## src/hw/rtl/kiat_pkg.sv

```systemverilog
// ----------------------------------------------------------------------------
// kiat_pkg
// Shared types and constants for the key/index associative table.
// ----------------------------------------------------------------------------
package kiat_pkg;

  localparam int KEY_W = 32;
  localparam int VAL_W = 32;
  localparam int CNT_OUT_W = 7;

  localparam logic [KEY_W-1:0] KEY_INVALID = '1;
  localparam logic [VAL_W-1:0] VAL_NONE = '1;

  localparam logic REQ_APPEND = 1'b0;
  localparam logic REQ_FIND   = 1'b1;

  localparam logic [1:0] ST_OK      = 2'd0;
  localparam logic [1:0] ST_DUP     = 2'd1;
  localparam logic [1:0] ST_FULL    = 2'd2;
  localparam logic [1:0] ST_INVALID = 2'd3;

  typedef struct packed {
    logic load;
    logic scan;
    logic emit;
  } cmd_t;

  typedef struct packed {
    logic scan_done;
    logic out_free;
  } sts_t;

endpackage

```

## src/hw/rtl/kiat_ctrl.sv

```systemverilog
// ----------------------------------------------------------------------------
// kiat_ctrl
// Request sequencer: accept, scan stored entries, emit result.
// ----------------------------------------------------------------------------
module kiat_ctrl (
  input  logic          clk,
  input  logic          rst,
  input  logic          in_valid,
  output logic          in_stall,
  input  kiat_pkg::sts_t sts,
  output kiat_pkg::cmd_t cmd
);
  import kiat_pkg::*;

  localparam logic [1:0] S_IDLE = 2'd0;
  localparam logic [1:0] S_SCAN = 2'd1;
  localparam logic [1:0] S_FIN  = 2'd2;

  logic [1:0] state;
  logic [1:0] state_next;

  always_comb begin
    cmd.load = (state == S_IDLE) && in_valid;
    cmd.scan = (state == S_SCAN);
    cmd.emit = (state == S_FIN) && sts.out_free;
    in_stall = (state != S_IDLE);
  end

  always_comb begin
    state_next = state;
    unique case (state)
      S_IDLE: begin
        if (in_valid) state_next = S_SCAN;
      end
      S_SCAN: begin
        if (sts.scan_done) state_next = S_FIN;
      end
      S_FIN: begin
        if (sts.out_free) state_next = S_IDLE;
      end
      default: state_next = S_IDLE;
    endcase
  end

  always_ff @(posedge clk) begin
    if (rst) begin
      state <= S_IDLE;
    end else begin
      state <= state_next;
    end
  end

endmodule

```

## config.mk

```make
export PLATFORM = sky130hd
export DESIGN_NAME = kiat_ctrl
export DESIGN_NICKNAME = d
export VERILOG_FILES = /design/src/hw/rtl/kiat_pkg.sv /design/src/hw/rtl/kiat_ctrl.sv
export SDC_FILE = /design/constraint.sdc
export NUM_CORES = 1
export LEC_CHECK = 0
export BUFFER_PORTS_ARGS = -buffer_cell sky130_fd_sc_hd__clkbuf_2
export CAP_MARGIN = 10
export CORE_AREA = 5 5 42 44
export DETAILED_ROUTE_END_ITERATION = 6
export DIE_AREA = 0 0 47 49
export HOLD_SLACK_MARGIN = 0.15
export SYNTH_ARGS = -nofsm -noshare
export SYNTH_HDL_FRONTEND = slang
export SYNTH_SLANG_ARGS = --single-unit
```

## constraint.sdc

```tcl
create_clock -name clk -period 0.8 [get_ports clk]
set_input_delay 0.04 -clock clk [delete_from_list [all_inputs] [get_ports clk]]
set_output_delay 0.04 -clock clk [all_outputs]
set_load 0.005 [all_outputs]
```

---- Yosys cells after proc, flatten, opt, wreduce, memory -nomap -nowiden ----
Index checks and enable logic that the tools add are counted.
operators by class
  eq/ne operators ......................... 5
  muxes and demuxes ....................... 4
  reductions and logical operators ........ 5
operators with widths
  cell                                            count
  two-way mux 2 bit                               3
  != test 2 bit (second input constant)           3
  one-hot mux 2 bit (3 select lines)              1
  AND reduction 3 bit                             1
  == test 2 x 1 -> 1 bit (second input constant)  1
  == test 2 bit (second input constant)           1
  logical AND 1 bit                               2
  logical NOT 2 bit                               1
  nonzero test 2 bit                              1
storage, ports and cells
  register bits after elaboration ......... 2
  input bits .............................. 5
  output and inout port bits .............. 4
  logic and storage cells ................. 15

---- Longest topological paths before layout ----
  word-level depth ........................ 3
  gate-level depth with buffers ........... 2
  depth with buffers taken out ............ 2

---- Least setup slack after synthesis ----
Ideal clock, no wire load.
  path type ............................... register to register
  from .................................... reg state[1]
  to ...................................... reg state[1]
  setup time .............................. 66 ps
  arrival time ............................ 809 ps
  data required time ...................... 734 ps
  setup slack ............................. -75 ps
  stages on the path, launching flop included .. 3
  path buffers ............................ 0
  period minus slack after synthesis ...... 875 ps
  cell sequence ........................... dfxtp_1 or3b_1 a21oi_2
on the way
  word-level cells in the longest chain between the ends .. 3
  elaborated cells between the ends (all ways) .. 8
  those cells by class .................... eq/ne (5); mux (1); reduce/logical (2)
RTL lines
  what                                            line             text
  start, declared                                 kiat_ctrl.sv:19  logic [1:0] state;
  start signal, assigned                          kiat_ctrl.sv:49  state <= state_next;
  == test 2 x 1 -> 1 bit (tied with other cells)  kiat_ctrl.sv:31  unique case (state)
  != test 2 bit (no source line)                  --
  AND reduction 3 bit (no source line)            --
Parallel ways exist; a longest one is shown, timed or not.
A chain may end at the register's enable or synchronous reset.

==> out/metrics.cfg <==
[flow_run]
maxCapViolCount = 0

[synth]
synth_nets = 20
netlist_instances = 15
ys_types = 13
ys_seq_elements = 2
ys_warn_count = 0
ys_seq_area_share_pct = 32.3
netlist_area_sq_um = 124
syn_avg_cell_area_sq_um = 8.26

[critical_path]
cp-startpoint = state[1]$_SDFFE_PP0P_
critPathRequiredTime_ns = 0.76
worstPathMaxFanout = 4
r2r_start = state[0]$_SDFFE_PP0P_
critical_path.top_delay_family = flip-flops
cp-start-kind = flip-flop
crit_type = reg -> out
path_buf_inv = 2
cpPeakStageDelay_ns = 0.33
endpoint_kind = output pin
slowest_stage = dfxtp_2
crit_chain = buf_6 > and2b_2 > clkbuf_2
worstPathArrival_ns = 0.97

[final_layout]
drive_gt1_share_pct = 67.7
area_delta_synth_final_pct = 115
final_cell_mix = clkbuf_2, clkbuf_4
largest_reg_flops = 2
top_register = state
final_common_cell = clkbuf_2
nNetsFinal = 38
fill_cells = 166
post-route-util_pct = 19.0
top_regs = state x2
finalNonFillerCells = 47
antenna_cells = 0

[clock_tree]
path_clk_slew_ns = 0.03
clkLatencyLatePin_ns = 0.23
h-tree-depth = 1
ctsHoldBuffers = 2
clock_path_buffers = 2
numCtsBuffers = 3
cts.sinks = 2
cts_tree = built
cts_root_buf = clkbuf_4

[sta]
whs_ns = 0.100
min_period_over_period_pct = 127
finClkSkew_ns = 0.00208
rsz0062_at_grt = true
finalHoldViolations = 0
worst_slew_pin_slew_ns = 0.165
relSlewSlack_pct = 89.0
final.min_clock_period_ns = 1.01
max_freq_mhz = 986
slew_violations = 0
setup_slack_ns = -0.214
setup_viol = 6

[power_and_ir_drop]
seq_power_share_pct = 25.8
p_leak_nw = 0.130
p_int_uw = 334
switching_share_pct = 24.3
powerDensity_nw_per_um2 = 1660
irDropWorstVdd_uv = 435
p_clk_share_pct = 52.8
combPwrFrac_pct = 21.4
power_uw = 441
switchingPower_uw = 107

[placed_design]
dp_hpwl_um = 266
io_buffers = 8
place_congestion = 0.632
place_ws_ns = -0.120
dp_cells = 39

[global_route]
globalRoute.totalOverflow = 0
grt_first_pass_wirelength_um = 634
grt_use_total_pct = 4.43
grt_max_degree = 6
grt_pass1_vias = 176
antenna_found_initial = 0

[run_status]
status = finished with violations
violations = negative setup slack

[drt]
drt-total-wl_um = 429
viasPerCell = 3.34
drc_errors = 0
wl_per_cell_um = 9.13
dr.pass1.iters = 4
via_count = 157
drt_iter0_markers = 3
final_antenna_net_count = 0

[worst_hold_path]
holdCritPathClass = in -> reg
min_from = in_valid

[floorplanning]
die_height_um = 49
dieWidth_um = 47
die_area_sq_um = 2300
start_util_pct = 8.84
io_pins = 9
rows = 14
core_sq_um = 1400

## cells by family after synthesis
kind of cell	share of synthesized area, %
AND/OR/NAND/NOR	45.5
flip-flops	32.3
AO/OA/AOI/OAI	13.1
buffers and inverters	9.09
## what timing repair did
action,CTS,global route
resized for setup,1,6
pin swaps,1,2
endpoints found under the setup margin,6,6
setup buffers,1,2
gates cloned,0,0
endpoints found under the hold margin,2,2
## power by group through the flow
stage               sequential [mW]  combinational (mW)  clock [mW]
floorplan                     0.114              0.0331           0
global placement              0.116              0.0599           0
detailed placement            0.116              0.0606           0
CTS                           0.114              0.0755       0.250
global route                  0.114               0.105       0.252
finish                        0.114              0.0944       0.233
## area by class of cell
type	instances	area, sq um	share of cell area [%]
repair buffers	14	97.6	36.6
multi-input cells	11	80.1	30.0
flip-flops and latches	2	42.5	16.0
clock buffers	3	22.5	8.45
well taps	16	20.0	7.51
inverters	1	3.75	1.41
## cells in the mapped netlist (all sizes together)
library cell | number | area share [%]
a211oi | 1 | 6.1
a21oi | 1 | 7.1
and2b | 1 | 7.1
buf | 1 | 6.1
dfxtp | 2 | 32
inv | 1 | 3.0
nand2 | 1 | 3.0
nand2b | 1 | 5.1
nand3b | 1 | 6.1
nor2 | 2 | 6.1
or2 | 1 | 5.1
or2b | 1 | 6.1
or3b | 1 | 7.1
## path summary, 6_finish.rpt
check | endpoint | slack (ns) | depth (start not counted)
worst max-delay path | cmd[1] | -0.21 | 3
worst min-delay path | state[0]$_SDFFE_PP0P_ | 0.10 | 3
worst max register to register | state[1]$_SDFFE_PP0P_ | -0.19 | 3
worst min register to register | state[1]$_SDFFE_PP0P_ | 0.60 | 3
## layer usage
layer	GRT usage (%)	up-vias	wire length, um
li1	-	81	-
met1	4.39	66	174
met2	4.98	10	191
met3	3.32	0	62
met4	5.53	0	0
met5	0	-	0
## stage by stage
stage	area (sq um)	TNS, ns
after global routing	267	-1.28
after floorplan	125	-0.0895
after global placement	185	-0.187
after detailed placement	185	-0.225
after CTS	236	-1.15
final	267	-1.05
## worst register-to-register path: stages, from the launching register on
cell,delay [ns]
dfxtp_2,0.32
buf_6,0.11
or3b_4,0.36
a21oi_2,0.13
Power figures use the tool's default switching activity.
